`src/hdl/aeg_pkg.sv`:
```
// ----------------------------------------------------------------------------
// aeg_pkg
// Shared widths, fixed-point constants and codes for the accent envelope core.
// ----------------------------------------------------------------------------
package aeg_pkg;

  localparam int FRAC_BITS = 32;

  localparam int LVL_W   = FRAC_BITS + 1;  // env level, block peak (<= 1.0)
  localparam int PM_W    = FRAC_BITS + 2;  // peak multiplier (<= 2.0)
  localparam int COEF_W  = 32;
  localparam int BASE_W  = 33;
  localparam int VEL_W   = 16;
  localparam int ACC_W   = 16;
  localparam int OUT_W   = 18;
  localparam int FAC_W   = 33;             // 0.2 + vel*accent, 32 frac bits
  localparam int CFG_W   = 33;
  localparam int CFG_IDX_W = 3;

  localparam int MUL_W  = (PM_W > FAC_W) ? PM_W : FAC_W;
  localparam int PROD_W = 2 * MUL_W;
  localparam int MCNT_W = $clog2(MUL_W + 1);

  localparam int Q_W    = FRAC_BITS - 3;   // 2^(2F)/(10*pm) < 2^(F-3)
  localparam int DIV_W  = FRAC_BITS + 5;   // 10*pm < 2^(F+5)
  localparam int DCNT_W = $clog2(Q_W + 1);

  localparam int ASUM_W = (COEF_W + 1 > LVL_W) ? COEF_W + 1 : LVL_W;
  localparam int DSUM_W = ASUM_W + 1;
  localparam int LVL_SHIFT = FRAC_BITS + 16;
  localparam int LFULL_W   = PROD_W - LVL_SHIFT;

  localparam logic [DIV_W-1:0] DIV_INIT = DIV_W'(1) << (FRAC_BITS + 3);
  localparam logic [PM_W-1:0]  ONE_PM   = PM_W'(1) << FRAC_BITS;
  localparam logic [PM_W-1:0]  TWO_PM   = PM_W'(1) << (FRAC_BITS + 1);
  localparam logic [LVL_W-1:0] ONE_LVL  = LVL_W'(1) << FRAC_BITS;

  localparam logic [31:0]      POINT_TWO = 32'd858993459;
  localparam logic [OUT_W-1:0] LEVEL_MAX = 18'd157286;

  localparam logic [COEF_W-1:0]        ATTACK_COEFF_RST = 32'd4266440000;
  localparam logic [COEF_W-1:0]        ATTACK_BASE_RST  = 32'd37074000;
  localparam logic [COEF_W-1:0]        DECAY_COEFF_RST  = 32'd4290483000;
  localparam logic signed [BASE_W-1:0] DECAY_BASE_RST   = -33'sd448;
  localparam logic [ACC_W-1:0]         ACCENT_RST       = 16'd32768;

  localparam logic [CFG_IDX_W-1:0] CFG_ATTACK_COEFF = 3'd0;
  localparam logic [CFG_IDX_W-1:0] CFG_ATTACK_BASE  = 3'd1;
  localparam logic [CFG_IDX_W-1:0] CFG_DECAY_COEFF  = 3'd2;
  localparam logic [CFG_IDX_W-1:0] CFG_DECAY_BASE   = 3'd3;
  localparam logic [CFG_IDX_W-1:0] CFG_ACCENT       = 3'd4;

  localparam logic [1:0] FN_NOTE_ON  = 2'd0;
  localparam logic [1:0] FN_NOTE_OFF = 2'd1;
  localparam logic [1:0] FN_TICK     = 2'd2;
  localparam logic [1:0] FN_RESET    = 2'd3;

endpackage

```
`src/hdl/aeg_serial_mul.sv`:
```
// ----------------------------------------------------------------------------
// aeg_serial_mul
// Shift-add multiplier, one multiplier bit per clock, full-width product.
// ----------------------------------------------------------------------------
module aeg_serial_mul (
  input  logic                        clk,
  input  logic                        rst_n,
  input  logic                        start,
  input  logic [aeg_pkg::MUL_W-1:0]   op_a,
  input  logic [aeg_pkg::MUL_W-1:0]   op_b,
  output logic                        busy,
  output logic                        done,
  output logic [aeg_pkg::PROD_W-1:0]  prod
);
  import aeg_pkg::*;

  logic [MUL_W-1:0]  a_r, a_nxt, b_r, b_nxt;
  logic [PROD_W-1:0] p_r, p_nxt;
  logic [MCNT_W-1:0] cnt_r, cnt_nxt;
  logic              done_r, done_nxt;
  logic [MUL_W:0]    sum;

  assign sum = {1'b0, p_r[PROD_W-1:MUL_W]} + (b_r[0] ? {1'b0, a_r} : '0);

  always_comb begin
    a_nxt    = a_r;
    b_nxt    = b_r;
    p_nxt    = p_r;
    cnt_nxt  = cnt_r;
    done_nxt = 1'b0;
    if (start) begin
      a_nxt   = op_a;
      b_nxt   = op_b;
      p_nxt   = '0;
      cnt_nxt = MCNT_W'(MUL_W);
    end else if (cnt_r != '0) begin
      p_nxt    = {sum, p_r[MUL_W-1:1]};
      b_nxt    = b_r >> 1;
      cnt_nxt  = cnt_r - MCNT_W'(1);
      done_nxt = (cnt_r == MCNT_W'(1));
    end
  end

  always_ff @(posedge clk) begin
    if (!rst_n) begin
      cnt_r  <= '0;
      done_r <= 1'b0;
    end else begin
      cnt_r  <= cnt_nxt;
      done_r <= done_nxt;
    end
    a_r <= a_nxt;
    b_r <= b_nxt;
    p_r <= p_nxt;
  end

  assign busy = (cnt_r != '0);
  assign done = done_r;
  assign prod = p_r;

endmodule

```
`src/hdl/aeg_serial_div.sv`:
```
// ----------------------------------------------------------------------------
// aeg_serial_div
// Restoring divider for 2^(2F) / divisor, one quotient bit per clock.
// ----------------------------------------------------------------------------
module aeg_serial_div (
  input  logic                      clk,
  input  logic                      rst_n,
  input  logic                      start,
  input  logic [aeg_pkg::DIV_W-1:0] divisor,
  output logic                      busy,
  output logic                      done,
  output logic [aeg_pkg::Q_W-1:0]   quot
);
  import aeg_pkg::*;

  logic [DIV_W-1:0]  d_r, d_nxt, rem_r, rem_nxt;
  logic [Q_W-1:0]    q_r, q_nxt;
  logic [DCNT_W-1:0] cnt_r, cnt_nxt;
  logic              done_r, done_nxt;
  logic [DIV_W:0]    trial;
  logic              ge;

  // numerator bits below the initial remainder are all zero
  assign trial = {rem_r, 1'b0};
  assign ge    = (trial >= {1'b0, d_r});

  always_comb begin
    d_nxt    = d_r;
    rem_nxt  = rem_r;
    q_nxt    = q_r;
    cnt_nxt  = cnt_r;
    done_nxt = 1'b0;
    if (start) begin
      d_nxt   = divisor;
      rem_nxt = DIV_INIT;
      q_nxt   = '0;
      cnt_nxt = DCNT_W'(Q_W);
    end else if (cnt_r != '0) begin
      rem_nxt  = ge ? DIV_W'(trial - {1'b0, d_r}) : DIV_W'(trial);
      q_nxt    = {q_r[Q_W-2:0], ge};
      cnt_nxt  = cnt_r - DCNT_W'(1);
      done_nxt = (cnt_r == DCNT_W'(1));
    end
  end

  always_ff @(posedge clk) begin
    if (!rst_n) begin
      cnt_r  <= '0;
      done_r <= 1'b0;
    end else begin
      cnt_r  <= cnt_nxt;
      done_r <= done_nxt;
    end
    d_r   <= d_nxt;
    rem_r <= rem_nxt;
    q_r   <= q_nxt;
  end

  assign busy = (cnt_r != '0);
  assign done = done_r;
  assign quot = q_r;

endmodule

```
`src/hdl/accent_envelope_generator_core.sv`:
```
// ----------------------------------------------------------------------------
// accent_envelope_generator_core
// Exponential attack/decay accent envelope with block-peak level output.
// ----------------------------------------------------------------------------
// Items are taken one at a time. Note off, reset and a note on into an idle
// envelope are handled in the idle state. A note on over an active envelope
// waits on the bit-serial divider that forms the peak multiplier increment.
// A sample tick in attack or decay runs one multiply on the envelope; one in
// idle resets the peak multiplier and updates the block peak. A tick that
// ends a block runs four multiplies from attack or decay and three from idle,
// plus any wait for the output register to free up. All multiplies use the
// one shared bit-serial multiplier, which retires one multiplier bit per
// clock.
// The result sits in an output register, so the next beat is taken while a
// level waits to be read.
module accent_envelope_generator_core (
  input  logic                          clk,
  input  logic                          rst_n,
  input  logic                          in_valid,
  output logic                          in_ready,
  input  logic [1:0]                    in_func,
  input  logic [aeg_pkg::VEL_W-1:0]     in_velocity,
  input  logic                          in_block_end,
  output logic                          out_valid,
  input  logic                          out_ready,
  output logic [aeg_pkg::OUT_W-1:0]     out_level,
  input  logic                          cfg_we,
  input  logic [aeg_pkg::CFG_IDX_W-1:0] cfg_index,
  input  logic [aeg_pkg::CFG_W-1:0]     cfg_data
);
  import aeg_pkg::*;

  localparam logic [2:0] ST_IDLE = 3'd0;
  localparam logic [2:0] ST_TMUL = 3'd1;
  localparam logic [2:0] ST_PEAK = 3'd2;
  localparam logic [2:0] ST_EMUL = 3'd3;
  localparam logic [2:0] ST_VMUL = 3'd4;
  localparam logic [2:0] ST_FMUL = 3'd5;
  localparam logic [2:0] ST_HOLD = 3'd6;
  localparam logic [2:0] ST_DIV  = 3'd7;

  localparam logic [1:0] PH_IDLE   = 2'd0;
  localparam logic [1:0] PH_ATTACK = 2'd1;
  localparam logic [1:0] PH_DECAY  = 2'd2;

  logic [COEF_W-1:0]        attack_coeff_r, attack_base_r, decay_coeff_r;
  logic signed [BASE_W-1:0] decay_base_r;
  logic [ACC_W-1:0]         accent_r;

  logic [2:0]        state_r, state_nxt;
  logic [1:0]        phase_r, phase_nxt;
  logic [LVL_W-1:0]  env_r, env_nxt, bp_r, bp_nxt;
  logic [PM_W-1:0]   pm_r, pm_nxt, eprod_r, eprod_nxt;
  logic [VEL_W-1:0]  vel_r, vel_nxt;
  logic              last_r, last_nxt;
  logic              mgo_r, mgo_nxt, dgo_r, dgo_nxt;
  logic [MUL_W-1:0]  opa_r, opa_nxt, opb_r, opb_nxt;
  logic [DIV_W-1:0]  dvs_r, dvs_nxt;
  logic [OUT_W-1:0]  lvl_r, lvl_nxt, out_level_r, out_level_nxt;
  logic              out_valid_r, out_valid_nxt;

  logic              mul_busy, mul_done, div_busy, div_done;
  logic [PROD_W-1:0] mul_p;
  logic [Q_W-1:0]    div_q;

  logic [COEF_W-1:0]        prod_f;
  logic [ASUM_W-1:0]        av;
  logic signed [DSUM_W-1:0] dv;
  logic [LVL_W-1:0]         peak;
  logic [FAC_W-1:0]         factor;
  logic [LFULL_W-1:0]       lvl_full;
  logic [PM_W-1:0]          pm_sum;

  aeg_serial_mul u_mul (
    .clk   (clk),
    .rst_n (rst_n),
    .start (mgo_r),
    .op_a  (opa_r),
    .op_b  (opb_r),
    .busy  (mul_busy),
    .done  (mul_done),
    .prod  (mul_p)
  );

  aeg_serial_div u_div (
    .clk     (clk),
    .rst_n   (rst_n),
    .start   (dgo_r),
    .divisor (dvs_r),
    .busy    (div_busy),
    .done    (div_done),
    .quot    (div_q)
  );

  assign prod_f   = mul_p[FRAC_BITS +: COEF_W];
  assign av       = ASUM_W'(prod_f) + ASUM_W'(attack_base_r);
  assign dv       = $signed(DSUM_W'(prod_f)) + DSUM_W'(decay_base_r);
  assign peak     = (env_r > bp_r) ? env_r : bp_r;
  assign factor   = FAC_W'(POINT_TWO) + FAC_W'(mul_p[31:0]);
  assign lvl_full = mul_p[PROD_W-1:LVL_SHIFT];
  assign pm_sum   = pm_r + PM_W'(div_q);

  assign in_ready = (state_r == ST_IDLE);

  always_comb begin
    state_nxt     = state_r;
    phase_nxt     = phase_r;
    env_nxt       = env_r;
    bp_nxt        = bp_r;
    pm_nxt        = pm_r;
    eprod_nxt     = eprod_r;
    vel_nxt       = vel_r;
    last_nxt      = last_r;
    mgo_nxt       = 1'b0;
    dgo_nxt       = 1'b0;
    opa_nxt       = opa_r;
    opb_nxt       = opb_r;
    dvs_nxt       = dvs_r;
    lvl_nxt       = lvl_r;
    out_valid_nxt = out_valid_r & ~out_ready;
    out_level_nxt = out_level_r;
    case (state_r)
      ST_IDLE: begin
        if (in_valid) begin
          case (in_func)
            FN_NOTE_ON: begin
              vel_nxt   = in_velocity;
              phase_nxt = PH_ATTACK;
              if (phase_r != PH_IDLE) begin
                dvs_nxt   = (DIV_W'(pm_r) << 3) + (DIV_W'(pm_r) << 1);
                dgo_nxt   = 1'b1;
                state_nxt = ST_DIV;
              end
            end
            FN_NOTE_OFF: begin
              if (phase_r == PH_ATTACK) phase_nxt = PH_DECAY;
            end
            FN_TICK: begin
              last_nxt = in_block_end;
              opa_nxt  = MUL_W'(env_r);
              case (phase_r)
                PH_ATTACK: begin
                  opb_nxt   = MUL_W'(attack_coeff_r);
                  mgo_nxt   = 1'b1;
                  state_nxt = ST_TMUL;
                end
                PH_DECAY: begin
                  opb_nxt   = MUL_W'(decay_coeff_r);
                  mgo_nxt   = 1'b1;
                  state_nxt = ST_TMUL;
                end
                default: begin
                  pm_nxt    = ONE_PM;
                  state_nxt = ST_PEAK;
                end
              endcase
            end
            default: begin
              phase_nxt = PH_IDLE;
              env_nxt   = '0;
            end
          endcase
        end
      end
      ST_TMUL: begin
        if (mul_done) begin
          if (phase_r == PH_ATTACK) begin
            if (av >= ASUM_W'(ONE_LVL)) begin
              env_nxt   = ONE_LVL;
              phase_nxt = PH_DECAY;
            end else begin
              env_nxt = LVL_W'(av);
            end
          end else begin
            if (dv[DSUM_W-1] || dv == '0) begin
              env_nxt   = '0;
              phase_nxt = PH_IDLE;
            end else if ($unsigned(dv) > DSUM_W'(ONE_LVL)) begin
              env_nxt = ONE_LVL;
            end else begin
              env_nxt = LVL_W'($unsigned(dv));
            end
          end
          state_nxt = ST_PEAK;
        end
      end
      ST_PEAK: begin
        bp_nxt = peak;
        if (last_r) begin
          opa_nxt   = MUL_W'(pm_r);
          opb_nxt   = MUL_W'(peak);
          mgo_nxt   = 1'b1;
          state_nxt = ST_EMUL;
        end else begin
          state_nxt = ST_IDLE;
        end
      end
      ST_EMUL: begin
        if (mul_done) begin
          eprod_nxt = mul_p[FRAC_BITS +: PM_W];
          bp_nxt    = '0;
          opa_nxt   = MUL_W'(vel_r);
          opb_nxt   = MUL_W'(accent_r);
          mgo_nxt   = 1'b1;
          state_nxt = ST_VMUL;
        end
      end
      ST_VMUL: begin
        if (mul_done) begin
          opa_nxt   = MUL_W'(eprod_r);
          opb_nxt   = MUL_W'(factor);
          mgo_nxt   = 1'b1;
          state_nxt = ST_FMUL;
        end
      end
      ST_FMUL: begin
        if (mul_done) begin
          lvl_nxt   = (lvl_full > LFULL_W'(LEVEL_MAX)) ? LEVEL_MAX : OUT_W'(lvl_full);
          state_nxt = ST_HOLD;
        end
      end
      ST_HOLD: begin
        if (!out_valid_r || out_ready) begin
          out_valid_nxt = 1'b1;
          out_level_nxt = lvl_r;
          state_nxt     = ST_IDLE;
        end
      end
      ST_DIV: begin
        if (div_done) begin
          pm_nxt    = (pm_sum > TWO_PM) ? TWO_PM : pm_sum;
          state_nxt = ST_IDLE;
        end
      end
      default: state_nxt = ST_IDLE;
    endcase
  end

  always_ff @(posedge clk) begin
    if (!rst_n) begin
      state_r     <= ST_IDLE;
      phase_r     <= PH_IDLE;
      env_r       <= '0;
      bp_r        <= '0;
      pm_r        <= ONE_PM;
      vel_r       <= '0;
      mgo_r       <= 1'b0;
      dgo_r       <= 1'b0;
      out_valid_r <= 1'b0;
    end else begin
      state_r     <= state_nxt;
      phase_r     <= phase_nxt;
      env_r       <= env_nxt;
      bp_r        <= bp_nxt;
      pm_r        <= pm_nxt;
      vel_r       <= vel_nxt;
      mgo_r       <= mgo_nxt;
      dgo_r       <= dgo_nxt;
      out_valid_r <= out_valid_nxt;
    end
    eprod_r     <= eprod_nxt;
    last_r      <= last_nxt;
    opa_r       <= opa_nxt;
    opb_r       <= opb_nxt;
    dvs_r       <= dvs_nxt;
    lvl_r       <= lvl_nxt;
    out_level_r <= out_level_nxt;
  end

  always_ff @(posedge clk) begin
    if (!rst_n) begin
      attack_coeff_r <= ATTACK_COEFF_RST;
      attack_base_r  <= ATTACK_BASE_RST;
      decay_coeff_r  <= DECAY_COEFF_RST;
      decay_base_r   <= DECAY_BASE_RST;
      accent_r       <= ACCENT_RST;
    end else if (cfg_we) begin
      case (cfg_index)
        CFG_ATTACK_COEFF: attack_coeff_r <= cfg_data[COEF_W-1:0];
        CFG_ATTACK_BASE:  attack_base_r  <= cfg_data[COEF_W-1:0];
        CFG_DECAY_COEFF:  decay_coeff_r  <= cfg_data[COEF_W-1:0];
        CFG_DECAY_BASE:   decay_base_r   <= $signed(cfg_data[BASE_W-1:0]);
        CFG_ACCENT:       accent_r       <= cfg_data[ACC_W-1:0];
        default: ;
      endcase
    end
  end

  assign out_valid = out_valid_r;
  assign out_level = out_level_r;

  a_level_sat: assert property (@(posedge clk) disable iff (!rst_n)
    out_valid_r |-> out_level_r <= LEVEL_MAX)
    else $error("output level above saturation limit");

  a_pm_range: assert property (@(posedge clk) disable iff (!rst_n)
    pm_r >= ONE_PM && pm_r <= TWO_PM)
    else $error("peak multiplier out of range");

  a_env_range: assert property (@(posedge clk) disable iff (!rst_n)
    env_r <= ONE_LVL && bp_r <= ONE_LVL)
    else $error("envelope or block peak above 1.0");

  a_idle_quiet: assert property (@(posedge clk) disable iff (!rst_n)
    (state_r == ST_IDLE) |-> !mul_busy && !div_busy && !mgo_r && !dgo_r)
    else $error("arithmetic unit active while taking beats");

  a_mul_done_state: assert property (@(posedge clk) disable iff (!rst_n)
    mul_done |-> (state_r == ST_TMUL || state_r == ST_EMUL ||
                  state_r == ST_VMUL || state_r == ST_FMUL))
    else $error("multiplier finished outside a multiply step");

endmodule
```
`config.mk`:
```
export PLATFORM = sky130hd
export DESIGN_NAME = accent_envelope_generator_core
export DESIGN_NICKNAME = d
export VERILOG_FILES = /design/src/hdl/aeg_pkg.sv /design/src/hdl/aeg_serial_mul.sv /design/src/hdl/aeg_serial_div.sv /design/src/hdl/accent_envelope_generator_core.sv
export SDC_FILE = /design/constraint.sdc
export NUM_CORES = 2
export LEC_CHECK = 0
export BUFFER_PORTS_ARGS = -buffer_cell sky130_fd_sc_hd__buf_2
export CORE_MARGIN = 1
export CORE_UTILIZATION = 33
export DETAILED_ROUTE_END_ITERATION = 8
export GPL_TIMING_DRIVEN = 0
export PLACE_DENSITY_LB_ADDON = 0.1
export SYNTH_ARGS = -nofsm -noshare
export SYNTH_HDL_FRONTEND = slang
export SYNTH_SLANG_ARGS = --single-unit
export TNS_END_PERCENT = 10
```
`constraint.sdc`:
```
create_clock -name clk -period 13.1 [get_ports clk]
set_input_delay 3.93 -clock clk [delete_from_list [all_inputs] [get_ports clk]]
set_output_delay 3.93 -clock clk [all_outputs]
set_load 0.02 [all_outputs]
```
==> results.sh <==
export IMPL_setup_viol=0
export IMPL_initial_core_util=0.332
export IMPL_violations="design-rule violations"
export IMPL_power_density_nw_per_um2=231
export IMPL_startpoint_type="register"
export IMPL_drv_cap=0
export IMPL_area_growth_pct=14.4
export IMPL_first_global_vias=31500
export IMPL_portBuffers=77
export IMPL_worstPathArrival_ps=2410
export IMPL_grt_overflow_total=0
export IMPL_vias_per_cell=5.39
export IMPL_synth_cells=4347
export IMPL_die_y_um=347
export IMPL_synth_common_cells="757 x nand2_1, 415 x dfxtp_1, 363 x a21oi_1"
export IMPL_synth_cell_types=97
export IMPL_final_util=0.380
export IMPL_rsz0062_at_grt="no"
export IMPL_finalSetupTns_ps=0
export IMPL_antenna_left=0
export IMPL_syn_mean_instance_area_um2=9.02
export IMPL_synth_ff_type="dfxtp_1"
export IMPL_synth_area_leader_cell="edfxtp_1"
export IMPL_hp_class="reg2reg"
export IMPL_period_share=0.484
export IMPL_dp_hpwl_um=112000
export IMPL_drive_above_1_share=0.0751
export IMPL_core_um2=118000
export IMPL_post_place_cells=5969
export IMPL_antenna_found_initial=7
export IMPL_routed_wl_um=146000
export IMPL_final_setup_worst_slack_ps=6760
export IMPL_htreeDepth=3
export IMPL_synth_top_area_frac=0.212
export IMPL_slew_viol_final=0
export IMPL_ys_ff_latch=692
export IMPL_totalPowerFinal_mw=10.4
export IMPL_grt_util_all_layers=0.239
export IMPL_die_x_um=347
export IMPL_wl_per_cell_um=23.8
export IMPL_status="complete, but fails checks"
export IMPL_place_congestion=0.928
export IMPL_syn_nets=4650
export IMPL_worst_pin_slew_ps=1300
export IMPL_initialDrtViolationCount=2709
export IMPL_cts_root_buf="clkbuf_16"
export IMPL_reg2regPathDepth=14
export IMPL_cts_buffers=86
export IMPL_grt_start_max_net_pins=41
export IMPL_hold_depth=0
export IMPL_fin_cells=6136
export IMPL_synth_edf_count=277
export IMPL_cp_max_fo=8
export IMPL_firstDrtPassIters=8
export IMPL_netlist_area_um2=39200
export IMPL_cts_tree="yes"
export IMPL_cts_resized=0
export IMPL_finalCriticalPeriod_ps=6340
export IMPL_grt_pass1_wl_um=214000
export IMPL_worstPathRequired_ps=9170
export IMPL_ctsHoldBuffers=0
export IMPL_cts_sinks=692
export IMPL_io_pins=80
export IMPL_synthTopCellsByArea="edfxtp_1 21%, dfxtp_1 21%, ha_1 7.6%, nand2_1 7.2%, a21oi_1 4.6%"
export IMPL_rows=126
export IMPL_post_cts_repair_setup_buffers=0
export IMPL_slew_headroom=0.136
export IMPL_synthArstFlopShare=0
export IMPL_clock_skew_ps=56.7
export IMPL_die_area_um2=120000
export IMPL_place_ws_ps=6480
export IMPL_crit_type="reg2out"
export IMPL_p_leak_nw=17.4
export IMPL_yosysWarningCount=0
export IMPL_hold_viol=0
export IMPL_nets=4824
export IMPL_fillCellCount=12100
export IMPL_synth_most_common_cell="nand2_1"
export IMPL_drc_errors=2
export IMPL_clk_latency_ps=700
export IMPL_setup_worst_path_end_class="output pin"
export IMPL_ir_drop_uv=114
export IMPL_fmax_mhz=158
export IMPL_clkTransAtPathRegs_ps=60
export IMPL_seq_area_frac_synth=0.424
export IMPL_clockBufferDepth=3
export IMPL_vias=33100
## per-layer routing
layer  global-route usage  vias up  part of all wire
met5                    0        -          0.000089
met4               0.0781        2             0.032
met3               0.0332      182             0.051
met2                0.381      852              0.45
met1                0.331    16000              0.47
li1                     -    16100                 -
## final cells by class
class                   count  area [um^2]  area share
clock buffers             115         2440      0.0545
plain buffers             229          937      0.0209
diodes                      5         12.5    0.000279
flip-flops and latches    692        16600       0.371
multi-input cells        3285        21200       0.472
well taps                1536         1920      0.0428
repair buffers             86          558      0.0124
clock inverters            47          671      0.0150
inverters                 141          529      0.0118
## power breakdown
part,switching (mW),internal (mW)
registers,0.496,2.77
clock network,1.05,1.55
logic,2.82,1.68
## critical path: stages, from the launching register on
cell	delay, ps
dfxtp_1	300
clkbuf_1	190
nor3_1	890
buf_2	380
## registers in the layout, indices dropped and copies added, names as in the netlist, 33 cells and up
register      cells
bp_r             33
decay_base_r     33
dvs_r            36
env_r            33
eprod_r          34
opa_r            34
opb_r            33
pm_r             34
u_div.d_r        36
u_div.rem_r      36
u_mul.a_r        34
u_mul.b_r        33
u_mul.prod       68
## stage by stage
stage,hold slack (ps),instance area (um^2)
6_report,366,44900
5_1_grt,367,44800
4_1_cts,367,44800
3_5_place_dp,405,41700
3_3_place_gp,403,41500
2_1_floorplan,400,39200
## layout by cell type, fill, tap and decap left out, types with 32 or more instances in the layout
master	count
nand2_1	756
dfxtp_1	413
a21oi_1	363
edfxtp_1	277
ha_1	237
clkbuf_1	204
nor2_1	193
o21ai_0	163
nand3_1	160
inv_1	140
a21boi_0	135
xnor2_1	112
mux2i_1	107
a21o_1	96
clkbuf_16	88
buf_2	86
a211oi_1	75
and2_1	68
nor3_1	65
nor2b_1	61
xor2_1	60
mux2_2	47
o21a_1	37
a22oi_1	37
nand2b_1	35
a22o_1	32
## path summary, 6_finish.rpt
path / start / slack [ps] / end
setup reg to reg: u_mul.prod[32]$_SDFFE_PP0N_ / 7660 / env_r[26]$_SDFFE_PN0P_
hold reg to reg: opa_r[0]$_DFFE_PP_ / 370 / u_mul.a_r[0]$_DFFE_PP_
setup / recovery: state_r[1]$_SDFFE_PN0P_ / 6760 / in_ready
hold / removal: opa_r[0]$_DFFE_PP_ / 370 / u_mul.a_r[0]$_DFFE_PP_
## kinds of logic after synthesis
family          after synthesis  synth area share
xor+xnor                    173            0.0388
fa+ha+maj                   243            0.0787
buf+inv                     370            0.0374
simple gates               1520             0.178
flops                       692             0.424
compound gates             1195             0.203
mux                         154            0.0408
No activity file was read; power rests on OpenSTA's default activity.
